--- src/rtl/u16u8_pkg.sv ---
// ----------------------------------------------------------------------------
// u16u8_pkg
// Shared types, constants and the UTF-8 encoder for the UTF-16 to UTF-8
// transcoder.
// ----------------------------------------------------------------------------
package u16u8_pkg;

   localparam logic [15:0] HIGH_FIRST = 16'hD800;
   localparam logic [15:0] HIGH_LAST  = 16'hDBFF;
   localparam logic [15:0] LOW_FIRST  = 16'hDC00;
   localparam logic [15:0] LOW_LAST   = 16'hDFFF;
   localparam logic [20:0] CP_MAX     = 21'h10FFFF;
   localparam logic [20:0] CP_ASCII   = 21'h00007F;
   localparam logic [20:0] CP_TWO     = 21'h0007FF;
   localparam logic [20:0] CP_BMP     = 21'h00FFFF;
   localparam logic [10:0] PLANE_ONE  = 11'd64;

   localparam logic        REPLACE_MODE_RST = 1'b1;
   localparam logic [20:0] REPLACEMENT_RST  = 21'h00FFFD;

   typedef enum logic [0:0] {
      CSR_REPLACE_MODE     = 1'b0,
      CSR_REPLACEMENT_CODE = 1'b1
   } csr_index_type;

   typedef struct packed {
      logic [3:0][7:0] bytes;
      logic [2:0]      len;
   } enc_type;

   typedef struct packed {
      enc_type first;
      enc_type second;
      logic    last;
      logic    fail;
   } job_type;

   function automatic enc_type utf8_encode(input logic [20:0] cp, input logic en);
      enc_type e;
      e.bytes = '0;
      e.len   = 3'd0;
      if (!en) begin
         e.len = 3'd0;
      end else if (cp <= CP_ASCII) begin
         e.bytes[0] = {1'b0, cp[6:0]};
         e.len      = 3'd1;
      end else if (cp <= CP_TWO) begin
         e.bytes[0] = {3'b110, cp[10:6]};
         e.bytes[1] = {2'b10, cp[5:0]};
         e.len      = 3'd2;
      end else if (cp <= CP_BMP) begin
         e.bytes[0] = {4'b1110, cp[15:12]};
         e.bytes[1] = {2'b10, cp[11:6]};
         e.bytes[2] = {2'b10, cp[5:0]};
         e.len      = 3'd3;
      end else begin
         e.bytes[0] = {5'b11110, cp[20:18]};
         e.bytes[1] = {2'b10, cp[17:12]};
         e.bytes[2] = {2'b10, cp[11:6]};
         e.bytes[3] = {2'b10, cp[5:0]};
         e.len      = 3'd4;
      end
      return e;
   endfunction

endpackage

--- src/rtl/u16u8_decode.sv ---
// ----------------------------------------------------------------------------
// u16u8_decode
// Surrogate pairing, error handling and UTF-8 encoding of one code unit.
// Holds the pending high surrogate and the discard flag.
// ----------------------------------------------------------------------------
module u16u8_decode (
   input  logic                clock,
   input  logic                reset,
   input  logic                accept,
   input  logic [15:0]         code_unit,
   input  logic                last_unit,
   input  logic                replace_mode,
   input  logic [20:0]         replacement_code,
   output u16u8_pkg::job_type  job,
   output logic                job_has
);
   import u16u8_pkg::*;

   logic        pend_ff, pend_in;
   logic [9:0]  high_ff, high_in;
   logic        disc_ff, disc_in;

   logic        is_high, is_low, is_surr;
   logic        rc_bad, fail_cfg, pair, pend_fail, hold_new, unit_fail, fail;
   logic        cp1_en, cp2_en;
   logic [20:0] pair_cp, cp1, cp2;

   always_comb begin
      is_high   = (code_unit >= HIGH_FIRST) && (code_unit <= HIGH_LAST);
      is_low    = (code_unit >= LOW_FIRST) && (code_unit <= LOW_LAST);
      is_surr   = is_high || is_low;
      rc_bad    = (replacement_code > CP_MAX) ||
                  ((replacement_code >= {5'd0, HIGH_FIRST}) &&
                   (replacement_code <= {5'd0, LOW_LAST}));
      fail_cfg  = replace_mode && rc_bad;
      pair      = pend_ff && is_low;
      pend_fail = !fail_cfg && pend_ff && !is_low && !replace_mode;
      hold_new  = !pair && is_high && !last_unit;
      unit_fail = !fail_cfg && !pend_fail && !pair && !hold_new && is_surr && !replace_mode;
      fail      = fail_cfg || pend_fail || unit_fail;
      cp1_en    = pend_ff && !fail_cfg && (is_low || replace_mode);
      cp2_en    = !fail && !pair && !hold_new;
      pair_cp   = {({1'b0, high_ff} + PLANE_ONE), code_unit[9:0]};
      cp1       = is_low ? pair_cp : replacement_code;
      cp2       = is_surr ? replacement_code : {5'd0, code_unit};
   end

   always_comb begin
      job.last = last_unit;
      job.fail = fail;
      if (fail) begin
         job.first.bytes  = '0;
         job.first.len    = 3'd1;
         job.second.bytes = '0;
         job.second.len   = 3'd0;
      end else begin
         job.first  = utf8_encode(cp1, cp1_en);
         job.second = utf8_encode(cp2, cp2_en);
      end
      job_has = !disc_ff && (fail || cp1_en || cp2_en);
   end

   always_comb begin
      pend_in = pend_ff;
      high_in = high_ff;
      disc_in = disc_ff;
      if (accept) begin
         if (disc_ff) begin
            disc_in = !last_unit;
         end else begin
            disc_in = fail && !last_unit;
            pend_in = !fail && hold_new;
            if (hold_new) begin
               high_in = code_unit[9:0];
            end
         end
      end
   end

   always_ff @(posedge clock) begin
      if (reset) begin
         pend_ff <= 1'b0;
         high_ff <= '0;
         disc_ff <= 1'b0;
      end else begin
         pend_ff <= pend_in;
         high_ff <= high_in;
         disc_ff <= disc_in;
      end
   end

`ifndef SYNTHESIS
   a_no_pend_while_disc: assert property (@(posedge clock) disable iff (reset)
      !(pend_ff && disc_ff))
      else $error("pending surrogate held while discarding");
   a_disc_no_results: assert property (@(posedge clock) disable iff (reset)
      disc_ff |-> !job_has)
      else $error("result produced while discarding");
   a_fail_clears_pend: assert property (@(posedge clock) disable iff (reset)
      (accept && job_has && job.fail) |=> !pend_ff)
      else $error("pending surrogate survived a failure");
`endif

endmodule

--- src/rtl/u16u8_serial.sv ---
// ----------------------------------------------------------------------------
// u16u8_serial
// Result register with skid slot; sends the bytes of one job one per
// transfer.
// ----------------------------------------------------------------------------
module u16u8_serial (
   input  logic                clock,
   input  logic                reset,
   input  logic                load,
   input  u16u8_pkg::job_type  job,
   output logic                ready,
   output logic                rsp_tvalid,
   input  logic                rsp_tready,
   output logic [7:0]          rsp_tdata,   // [7:0] out_byte
   output logic                rsp_tlast,   // message_end
   output logic [1:0]          rsp_tuser    // [0] run_end, [1] failed
);
   import u16u8_pkg::*;

   job_type     main_ff, main_in, skid_ff, skid_in;
   logic        main_vld_ff, main_vld_in, skid_vld_ff, skid_vld_in;
   logic [2:0]  idx_ff, idx_in;
   logic [3:0]  total;
   logic [2:0]  sel;
   logic        run_end, take, fin;

   always_comb begin
      total   = {1'b0, main_ff.first.len} + {1'b0, main_ff.second.len};
      run_end = ({1'b0, idx_ff} == (total - 4'd1));
      sel     = idx_ff - main_ff.first.len;
      if (idx_ff < main_ff.first.len) begin
         rsp_tdata = main_ff.first.bytes[idx_ff[1:0]];
      end else begin
         rsp_tdata = main_ff.second.bytes[sel[1:0]];
      end
      rsp_tvalid   = main_vld_ff;
      rsp_tlast    = run_end && (main_ff.last || main_ff.fail);
      rsp_tuser[0] = run_end;
      rsp_tuser[1] = main_ff.fail;
      ready        = !skid_vld_ff;
      take         = main_vld_ff && rsp_tready;
      fin          = take && run_end;
   end

   always_comb begin
      main_in     = main_ff;
      main_vld_in = main_vld_ff;
      skid_in     = skid_ff;
      skid_vld_in = skid_vld_ff;
      idx_in      = idx_ff;
      if (take) begin
         idx_in = idx_ff + 3'd1;
      end
      if (fin) begin
         main_vld_in = 1'b0;
         if (skid_vld_ff) begin
            main_in     = skid_ff;
            main_vld_in = 1'b1;
            skid_vld_in = 1'b0;
            idx_in      = 3'd0;
         end
      end
      if (load) begin
         if (!main_vld_ff || fin) begin
            main_in     = job;
            main_vld_in = 1'b1;
            idx_in      = 3'd0;
         end else begin
            skid_in     = job;
            skid_vld_in = 1'b1;
         end
      end
   end

   always_ff @(posedge clock) begin
      if (reset) begin
         main_vld_ff <= 1'b0;
         skid_vld_ff <= 1'b0;
         idx_ff      <= '0;
      end else begin
         main_vld_ff <= main_vld_in;
         skid_vld_ff <= skid_vld_in;
         idx_ff      <= idx_in;
      end
      main_ff <= main_in;
      skid_ff <= skid_in;
   end

`ifndef SYNTHESIS
   a_idx_in_range: assert property (@(posedge clock) disable iff (reset)
      main_vld_ff |-> ({1'b0, idx_ff} < total))
      else $error("byte index past end of job");
   a_fail_single: assert property (@(posedge clock) disable iff (reset)
      (main_vld_ff && main_ff.fail) |-> (total == 4'd1) && (idx_ff == 3'd0))
      else $error("error job with more than one result");
   a_skid_needs_main: assert property (@(posedge clock) disable iff (reset)
      skid_vld_ff |-> main_vld_ff)
      else $error("skid slot filled while result register empty");
`endif

endmodule

--- src/rtl/utf16_to_utf8_transcoder.sv ---
// ----------------------------------------------------------------------------
// utf16_to_utf8_transcoder
// UTF-16 code units in, UTF-8 bytes out, with surrogate pairing, replacement
// or rejection of unpaired surrogates and per-message error reporting.
//
//   channel  dir  payload
//   req_     in   tdata[15:0] code_unit, tlast last_unit
//   rsp_     out  tdata[7:0] out_byte, tuser[0] run_end, tuser[1] failed,
//                 tlast message_end
//   csr_     in   index 0 replace_mode, 1 replacement_code, data[20:0]
//
// One byte per cycle on rsp_ unless it stalls; a code unit makes 0 to 8
// bytes, sent by the result serializer. A unit making no bytes or one byte is
// taken every cycle unless rsp_ stalls. Decode is combinational up to the
// result register. A skid slot keeps req_tready registered; while rsp_ stalls
// at most one further unit with results is taken. Reset is synchronous.
// ----------------------------------------------------------------------------
module utf16_to_utf8_transcoder (
   input  logic        clock,
   input  logic        reset,
   input  logic        req_tvalid,
   output logic        req_tready,
   input  logic [15:0] req_tdata,   // [15:0] code_unit
   input  logic        req_tlast,   // last_unit
   output logic        rsp_tvalid,
   input  logic        rsp_tready,
   output logic [7:0]  rsp_tdata,   // [7:0] out_byte
   output logic        rsp_tlast,   // message_end
   output logic [1:0]  rsp_tuser,   // [0] run_end, [1] failed
   input  logic        csr_valid,
   output logic        csr_ready,
   input  logic [0:0]  csr_index,
   input  logic [20:0] csr_data
);
   import u16u8_pkg::*;

   logic        mode_ff, mode_in;
   logic [20:0] code_ff, code_in;
   logic        accept, job_has, ready;
   job_type     job;

   assign csr_ready  = 1'b1;
   assign req_tready = ready;
   assign accept     = req_tvalid && ready;

   always_comb begin
      mode_in = mode_ff;
      code_in = code_ff;
      if (csr_valid) begin
         case (csr_index)
            CSR_REPLACE_MODE: begin
               mode_in = csr_data[0];
            end
            CSR_REPLACEMENT_CODE: begin
               code_in = csr_data;
            end
            default: begin
               mode_in = mode_ff;
            end
         endcase
      end
   end

   always_ff @(posedge clock) begin
      if (reset) begin
         mode_ff <= REPLACE_MODE_RST;
         code_ff <= REPLACEMENT_RST;
      end else begin
         mode_ff <= mode_in;
         code_ff <= code_in;
      end
   end

   u16u8_decode u_decode (
      .clock            (clock),
      .reset            (reset),
      .accept           (accept),
      .code_unit        (req_tdata),
      .last_unit        (req_tlast),
      .replace_mode     (mode_ff),
      .replacement_code (code_ff),
      .job              (job),
      .job_has          (job_has)
   );

   u16u8_serial u_serial (
      .clock      (clock),
      .reset      (reset),
      .load       (accept && job_has),
      .job        (job),
      .ready      (ready),
      .rsp_tvalid (rsp_tvalid),
      .rsp_tready (rsp_tready),
      .rsp_tdata  (rsp_tdata),
      .rsp_tlast  (rsp_tlast),
      .rsp_tuser  (rsp_tuser)
   );

endmodule

--- config.mk ---
export PLATFORM = sky130hd
export DESIGN_NAME = utf16_to_utf8_transcoder
export DESIGN_NICKNAME = d
export VERILOG_FILES = /design/src/rtl/u16u8_pkg.sv /design/src/rtl/u16u8_decode.sv /design/src/rtl/u16u8_serial.sv /design/src/rtl/utf16_to_utf8_transcoder.sv
export SDC_FILE = /design/constraint.sdc
export NUM_CORES = 1
export LEC_CHECK = 0
export BUFFER_PORTS_ARGS = -buffer_cell sky130_fd_sc_hd__buf_2
export CAP_MARGIN = 10
export CORE_MARGIN = 2
export CORE_UTILIZATION = 48
export DETAILED_ROUTE_END_ITERATION = 10
export PLACE_DENSITY_LB_ADDON = 0.1
export REMOVE_ABC_BUFFERS = 1
export SYNTH_ARGS = -nofsm -noshare
export SYNTH_HDL_FRONTEND = slang
export SYNTH_SLANG_ARGS = --single-unit
export TNS_END_PERCENT = 30
--- constraint.sdc ---
create_clock -name clock -period 10.05 [get_ports clock]
set_clock_uncertainty 0.05 [all_clocks]
set_input_delay 2.01 -clock clock [delete_from_list [all_inputs] [get_ports clock]]
set_output_delay 2.01 -clock clock [all_outputs]
set_load 0.05 [all_outputs]
==> results of run 1 <==
==> cell usage after synthesis, drive strengths merged (5+ instances only) <==
cell    number  area (µm²)
nor3        28       140.1
a211oi      11       82.58
inv         18       67.56
nor4         5       31.28
buf         27       167.7
mux4        16       360.4
nand3       29       145.1
xor2         6       52.55
nand3b      17       127.6
mux2        21       236.5
a311oi       5       43.79
o31ai        9       77.57
nand2b       5       31.28
o21ai       28       140.1
a21o         7       52.55
clkbuf      47       176.4
o22ai       10       62.56
o211ai      14       105.1
a21oi       48       240.2
nor2        95       359.1
and3        10       62.56
dfxtp      111        2222
ha           9       112.6
and2         8       50.05
nand2      159       596.8
a31oi       29       196.4
o21a        20       150.1
edfxtp      62        1862
or4          9       71.32
mux2i       44       440.4
==> logic make-up (layout without fill, tap and decap cells) <==
| group | count (synthesis) | count (layout) | synth area share [%] |
|---|---|---|---|
| xor gates and xnor gates | 8 | 8 | 0.7820 |
| muxes | 81 | 81 | 11.58 |
| other | 1 | 1 | 0.04185 |
| DFF | 173 | 173 | 45.58 |
| buffers and inverters | 92 | 117 | 4.594 |
| adders and majority gates | 10 | 10 | 1.480 |
| and+or+nand+nor | 387 | 387 | 19.77 |
| AOI/OAI and AO/OA | 214 | 214 | 16.17 |
==> power by group through the flow <==
stage	Sequential, µW	Combinational (µW)	Clock (µW)
after floorplan	879	363	0
after global placement	895	484	0
after detailed placement	896	488	0
after CTS	881	490	658
after global routing	891	534	687
final	881	491	645
==> metal layers <==
layer  part of all wire (%)  track usage, %  vias up
met3                    6.1           4.823       46
met2                     44           39.31      324
met1                     48           40.25     3619
met4                    2.0           7.158        0
met5                      0               0        -
li1                       -               -     3562
==> state kept, by name, summed over array words and instances, names as in the netlist <==
register	cells
code_ff	21
mode_ff	1
u_decode.disc_ff	1
u_decode.high_ff	10
u_decode.pend_ff	1
u_serial.idx_ff	3
u_serial.main_ff	71
u_serial.rsp_tuser	1
u_serial.rsp_tvalid	1
u_serial.skid_ff	62
u_serial.skid_vld_ff	1
==> final timing paths <==
path	from	depth (start not counted)	to
setup reg to reg	u_serial.main_ff[38]	12	u_serial.main_ff[6]
hold / removal	u_serial.main_ff[47]	2	u_serial.main_ff[47]
setup / recovery	u_serial.idx_ff[0]	6	rsp_tdata[4]
hold reg to reg	u_serial.main_ff[47]	2	u_serial.main_ff[47]
==> area by class of cell <==
| cell class | count | area share (%) |
|---|---|---|
| repair buffers | 67 | 3.686 |
| well taps | 229 | 2.911 |
| multi-input cells | 701 | 45.46 |
| clock inverters | 15 | 1.449 |
| clock buffers | 17 | 4.322 |
| flip-flops and latches | 173 | 41.49 |
| inverters | 18 | 0.6864 |
==> worst max-delay path: stages, from the launching register on <==
cell and delay, ns:
dfxtp_1 0.78, inv_1 0.17, ha_1 0.26, xor2_1 0.72
mux4_2 0.43, mux2_2 0.33, buf_2 0.22
==> stage by stage <==
step	hold WS, ns	util, %	std cells	setup WS (ns)	cell area, µm²
after CTS	0.4120	54.24	1220	4.509	9843
after detailed placement	0.4002	51.11	1188	4.730	9275
after floorplan	0.3813	-	892	4.202	8616
after global placement	0.3975	51.11	1188	4.794	9275
after global routing	0.4204	54.24	1220	4.387	9843
final	0.4096	54.24	1220	4.637	9843
==> results.md, run 1 <==
- Yosys reg bits: 173
- Final setup violating endpoints: 0
- Run status: finished, final reports clean
- Tcrit/Tclk final: 53.86%
- First-pass GRT wire length: 40560 µm
- Yosys warns: 0
- Fillers: 1689
- Initial Utilization: 49.37%
- Via density: 6.189
- Critical path data arrival time: 3.35 ns
- Commonest non-fill, non-tap cell in the layout: nand2_1
- Final Max Slew Viols: 0
- Post-CTS Setup Inserts: 0
- Root Buffer: clkbuf_16
- CP Launch Type: register
- Internal power: 1339 µW
- Critical Path End Type: output pin
- DP HPWL: 17960 µm
- Min Tclk post-route: 5.413 ns
- Fmax: 0.1847 GHz
- Register Area: 4084 µm²
- Hold Violations, Final: 0
- Worst relative slew slack: 29.79%
- TritonCTS buffer count: 17
- Die area: 19780 µm²
- Switching power share of the total: 33.64%
- Io pins: 58
- Post-synthesis sequential area ratio: 45.58%
- Worst skew pair latency: 0.44 ns
- Worst vdd ir: 141.6 µV
- Post-Synthesis Cells: 966
- Post-synth EDFFs: 62
- Hold_buf cts: 0
- Vias: 7551
- Max Cap Viol: 0
- Req. time, crit path: 7.99 ns
- Layout cell share with drive strength beyond 1: 15.24%
- Core ar.: 18150 µm²
- Largest net degree at the start of global routing: 63
- Post-Route WL: 26220 µm
- H-tree depth: 4
- Reg clk slew, reported paths: 0.07 ns
- Port Buffers: 56
- Pleak: 0.003890 µW
- Clk sink count: 173
- Sequential Power Share: 43.7%
- Mapped Avg Cell Area: 9.275 µm²
- Layout Nets: 1032
- Setup TNS Final: 0 ns
- Pwr Total: 2018 µW
- Total gr overflow: 0
- Row cnt: 49
- Library cells used by synthesis: 72
- Drt drc: 0
- Antenna cells: 0
- Synth async-reset ratio: 0%
- RSZ-0062 raised after global routing: false
- Power share of the combinational group: 24.3%
- CP Max Fanout: 11
- Post-route ant nets: 0
- Reg2Reg Setup Slack: 6.06 ns
- Growth of design area from synthesis to finish: 9.859%
- Number of global-route vias before repair: 6818
- Avg WL per Cell: 21.49 µm
- Critical path type: register to output pin
- Most common flop cell mapped by yosys: dfxtp_1
- Gp weighted congestion: 0.9364
- Worst slew pin tran: 1.044 ns
- Commonest non-fill, non-tap cells in the layout: 159 x nand2_1, 111 x dfxtp_1, 94 x nor2_1
- Die width: 140.6 µm
- PD cells: 205.0 nW/µm²
- Area occupied by multi-input gates: 4474 µm²
- CTS resizes: 0
- Max Buffers Root-to-Sink: 2
- P_sw: 678.8 µW
- DIE HEIGHT: 140.6 µm
- Clock power share: 32.0%
- CTS tree: built
- DRT iter0 DRCs: 684
- Total global-route track usage: 26.62%
- Initial antenna violation count: 0
- Hold Path Class: register to register
- DR pass1 iterations: 5
- Post-Syn Area: 8960 µm²
(Power assumes the default switching activity.)
==> inputs of run 2 (changes only) <==
==> constraint.sdc (replaced) <==
create_clock -name clock -period 5.3 [get_ports clock]
set_clock_uncertainty 0.05 [all_clocks]
set_input_delay 1.06 -clock clock [delete_from_list [all_inputs] [get_ports clock]]
set_output_delay 1.06 -clock clock [all_outputs]
set_load 0.05 [all_outputs]
==> run 2 against run 1 <==
Against the previous run:
- core utilization is 0.54 points higher
- critical path depth down 1
- setup slack worse by 3.8 ns
- via count shrank 1.7%
==> results.md, run 2 (synthesis gave the netlist of run 1 again) <==
- Growth of design area from synthesis to finish: 10.95%
- Final setup violating endpoints: 0
- Avg WL per Cell: 20.83 µm
- Commonest non-fill, non-tap cells in the layout: 159 x nand2_1, 111 x dfxtp_1, 94 x nor2_1
- Critical path type: register to output pin
- Layout Nets: 1039
- Drt drc: 0
- Clk sink count: 173
- Max FFs per register: 71
- Min Tclk post-route: 4.481 ns
- Row cnt: 49
- Finished Layout Cells: 1227
- Initial Utilization: 49.37%
- Commonest non-fill, non-tap cell in the layout: nand2_1
- Post-CTS Setup Inserts: 0
- TritonCTS buffer count: 17
- DR pass1 iterations: 5
- DIE HEIGHT: 140.6 µm
- Root Buffer: clkbuf_16
- Worst skew pair latency: 0.44 ns
- CP cell instances: ha_1, xor2_1, mux4_2, mux2_2, buf_2
- Worst vdd ir: 224.2 µV
- Gp weighted congestion: 0.9825
- H-tree depth: 4
- CP Launch Type: register
- CP Max Fanout: 12
- DP HPWL: 17810 µm
- Run status: finished, final reports clean
- Die width: 140.6 µm
- CTS tree: built
- Antenna cells: 0
- Req. time, crit path: 4.19 ns
- Largest registers: u_serial.main_ff x71, u_serial.skid_ff x62, code_ff x21
- Core ar.: 18150 µm²
- Via density: 6.052
- Hold Violations, Final: 0
- Total gr overflow: 0
- Largest net degree at the start of global routing: 43
- Slowest cell on crit path: xor2_1
- Pleak: 0.003943 µW
- Worst slew pin tran: 1.025 ns
- Dpl cells: 1195
- Final Max Slew Viols: 0
- Setup TNS Final: 0 ns
- Tcrit/Tclk final: 84.54%
- CP max stage delay: 0.82 ns
- Reg clk slew, reported paths: 0.07 ns
- Port Buffers: 56
- Critical Path End Type: output pin
- Number of global-route vias before repair: 6664
- Critical path data arrival time: 3.37 ns
- Layout cell share with drive strength beyond 1: 15.73%
- Total global-route track usage: 26.02%
- CP bufs+invs: 1
- Vias: 7426
- Post-route ant nets: 0
- Post-Route WL: 25560 µm
- RSZ-0062 raised after global routing: false
- Fmax: 0.2232 GHz
- DRT iter0 DRCs: 878
- Worst relative slew slack: 31.46%
- Fillers: 1670
- CTS resizes: 0
- Max Cap Viol: 0
- First-pass GRT wire length: 39520 µm
- PD cells: 392.5 nW/µm²
- Top reg by flops: u_serial.main_ff
- Max Buffers Root-to-Sink: 2
- Die area: 19780 µm²
- Hold_buf cts: 0
- Largest delay share family, worst path: XOR/XNOR gates
- Io pins: 58
- Hold Path Class: register to register
- Initial antenna violation count: 0
-- run 2: cell types whose count changed in the layout (fill, tap and decap cells not counted) --
| cell | previous run | this run |
|---|---|---|
| inv_4 | 0 | 1 |
| buf_12 | 0 | 1 |
| clkinv_8 | 1 | 0 |
| buf_4 | 11 | 17 |
| bufinv_16 | 0 | 2 |
| clkbuf_1 | 0 | 1 |
| inv_6 | 5 | 3 |
| clkbuf_8 | 0 | 3 |
| inv_8 | 5 | 1 |
-- run 2: path summary, 6_finish.rpt --
| path | slack, ns | to | depth (start not counted) | start |
|---|---|---|---|---|
| worst max-delay path | 0.82 | rsp_tdata[4] | 5 | u_serial.idx_ff[1] |
| worst min-delay path | 0.41 | u_serial.main_ff[4] | 2 | u_serial.main_ff[4] |
| worst max register to register | 1.50 | u_serial.main_ff[42] | 12 | u_serial.main_ff[38] |
| worst min register to register | 0.41 | u_serial.main_ff[4] | 2 | u_serial.main_ff[4] |
-- run 2: layout make-up --
cell class                      instances  area [µm²]  area share, %
Timing Repair Buffer                   74       427.9          4.305
Sequential cell                       173        4084          41.08
Clock inverter                         11       130.1          1.309
Inverter                               18       67.56         0.6797
Multi-Input combinational cell        701        4474          45.01
Tap cell                              229       286.5          2.882
Clock buffer                           21       470.5          4.733
-- run 2: power by group --
group | switching (µW) | leakage [µW] | internal, µW
Sequential | 112 | 0.00146 | 1560
Combinational | 582 | 0.00218 | 356
Clock | 552 | 0.000297 | 739
-- run 2: tightest hold or removal path: stages (launching register included) --
cell,delay [ns]
dfxtp_1,0.31
nand2_1,0.05
a21oi_1,0.06
-- run 2: through the flow --
stage | util, % | hold WS, ns | power, µW | worst slack (ns) | area [µm²]
3_5_place_dp | 51.47 | 0.3988 | 2632 | 1.312 | 9340
4_1_cts | 54.78 | 0.4082 | 3911 | 0.8013 | 9941
6_report | 54.78 | 0.4090 | 3902 | 0.8195 | 9941
5_1_grt | 54.78 | 0.4398 | 4064 | 0.7727 | 9941
3_3_place_gp | 51.47 | 0.3946 | 2622 | 1.285 | 9340
2_1_floorplan | - | 0.3813 | 2355 | -0.3486 | 8616
-- run 2: layer usage --
metal  part of all wire [%]  GRT usage, %  up-vias
met4                    2.5         9.421        0
met2                     42         36.77      317
met5                      0             0        -
met1                     48         39.99     3492
met3                    7.1         4.382       52
li1                       -             -     3565
==> inputs of run 3 (changes only) <==
==> constraint.sdc (replaced) <==
create_clock -name clock -period 4.6 [get_ports clock]
set_clock_uncertainty 0.05 [all_clocks]
set_input_delay 0.92 -clock clock [delete_from_list [all_inputs] [get_ports clock]]
set_output_delay 0.92 -clock clock [all_outputs]
set_load 0.05 [all_outputs]
==> run 3 against run 2 <==
Against the previous run:
- sequential share of layout area down 0.057 points
- largest power group unchanged
- sequential power is 15% higher
- largest cell class unchanged
- critical path type unchanged
- final cell count increased by 0.24%
- critical endpoint unchanged
- register-to-register slack worse by 0.35 ns
- first-iteration DRC count decreased by 18%
- global-route usage is 0.29 points higher
- clock power rose by 6%
- wire length rose by 0.86%
- setup slack gained 0.10 ns
- final area increased by 0.14%
- worst hold slack lost 0.0026 ns
- core utilization up 0.076 points
==> results.md, run 3 (synthesis gave the netlist of run 1 again) <==
- Final setup violating endpoints: 0
- Layout cell share with drive strength beyond 1: 15.78%
- TritonCTS buffer count: 17
- Final Max Slew Viols: 0
- Growth of design area from synthesis to finish: 11.10%
- Avg WL per Cell: 20.96 µm
- Critical path type: register to output pin
- Gp weighted congestion: 0.9912
- Hold Violations, Final: 0
- Post-CTS Setup Inserts: 0
- Hold_buf cts: 0
- Drt drc: 0
- Worst skew pair latency: 0.44 ns
- Via density: 6.093
- DR pass1 iterations: 6
- Reg clk slew, reported paths: 0.07 ns
- RSZ-0062 raised after global routing: false
- Die width: 140.6 µm
- Largest net degree at the start of global routing: 51
- GRT met1 Usage: 38.58%
- DRT iter0 DRCs: 716
- Dpl cells: 1198
- H-tree depth: 4
- Row cnt: 49
- Initial Utilization: 49.37%
- Pwr Total: 4411 µW
- Critical path data arrival time: 2.71 ns
- CTS tree: built
- Finished Layout Cells: 1230
- CP cell instances: inv_1, ha_1, mux4_2, mux2_2, buf_2
- CP Max Fanout: 8
- Die area: 19780 µm²
- Commonest non-fill, non-tap cells in the layout: 159 x nand2_1, 111 x dfxtp_1, 94 x nor2_1
- Reg2Reg Setup Slack: 1.15 ns
- Run status: finished, final reports clean
- Post-Route WL: 25780 µm
- Hold Path Class: register to register
- Max Buffers Root-to-Sink: 2
- Worst relative slew slack: 49.24%
- Largest registers: u_serial.main_ff x71, u_serial.skid_ff x62, code_ff x21
- CTS resizes: 0
- DP HPWL: 18390 µm
- PD cells: 443.1 nW/µm²
- Port Buffers: 56
- Core ar.: 18150 µm²
- DIE HEIGHT: 140.6 µm
- Total global-route track usage: 26.31%
- Layout Nets: 1042
- Critical Path End Type: output pin
- Met3 Use GR: 4.450%
- Root Buffer: clkbuf_16
- Min Tclk post-route: 3.678 ns
- Vias: 7494
- Initial antenna violation count: 0
- Total gr overflow: 0
- CP max stage delay: 0.70 ns
- Pleak: 0.003955 µW
- Max Cap Viol: 0
- Slowest cell on crit path: ha_1
- First-pass GRT wire length: 40030 µm
- Met2 usage: 40.08%
- CP Launch Type: register
- Clk sink count: 173
- Worst vdd ir: 248.8 µV
- Commonest non-fill, non-tap cell in the layout: nand2_1
- Final Core Density: 54.85%
- Worst slew pin tran: 0.7508 ns
- GR peak layer: met2
- Number of global-route vias before repair: 6847
- Fmax: 0.2719 GHz
- Antenna cells: 0
- Io pins: 58
- Post-route ant nets: 0
- Max FFs per register: 71
- Tcrit/Tclk final: 79.96%
- Top reg by flops: u_serial.main_ff
- Req. time, crit path: 3.63 ns
==> run 3: metrics by stage <==
step / setup slack, ns / instance area [µm²] / hold WS (ns) / setup TNS (ns)
after global routing: 0.8047 / 9955 / 0.4309 / 0
after CTS: 0.8850 / 9955 / 0.4045 / 0
after detailed placement: 0.9577 / 9400 / 0.3952 / 0
after floorplan: -1.049 / 8616 / 0.3813 / -91.31
after global placement: 0.9703 / 9400 / 0.3908 / 0
final: 0.9217 / 9955 / 0.4063 / 0
==> run 3: critical path: cells and delay by family, from the launching register on <==
kind | cells | cell delay (ns)
mux | 2 | 0.95
flops | 1 | 0.33
fa+ha+maj | 1 | 0.70
buf+inv | 2 | 0.30
==> run 3: final cells by class <==
cell class	instances	area (µm²)
fillers	1677	8193
repair buffers	77	488.0
multi-input cells	701	4474
well taps	229	286.5
clock inverters	10	78.83
inverters	18	67.56
flip-flops and latches	173	4084
clock buffers	22	475.5
==> run 3: final timing paths <==
kind / from / to / depth (start not counted)
worst max-delay path: u_serial.idx_ff[0] / rsp_tdata[4] / 5
worst min-delay path: u_serial.main_ff[47] / u_serial.main_ff[47] / 2
worst max register to register: u_serial.main_ff[3] / u_serial.main_ff[9] / 13
worst min register to register: u_serial.main_ff[47] / u_serial.main_ff[47] / 2
==> run 3: per-layer routing <==
layer | up-vias | wire length, µm
met2 | 338 | 11260
li1 | 3567 | -
met3 | 53 | 1874
met1 | 3536 | 12010
met5 | - | 0
met4 | 0 | 644
==> run 3: where the power goes <==
part | leakage, µW | internal, µW | switching, µW | total, µW
Sequential | 0.00146 | 1800 | 123 | 1920
Combinational | 0.00221 | 431 | 685 | 1120
Clock | 0.000278 | 748 | 627 | 1370
Total | 0.00395 | 2980 | 1440 | 4410
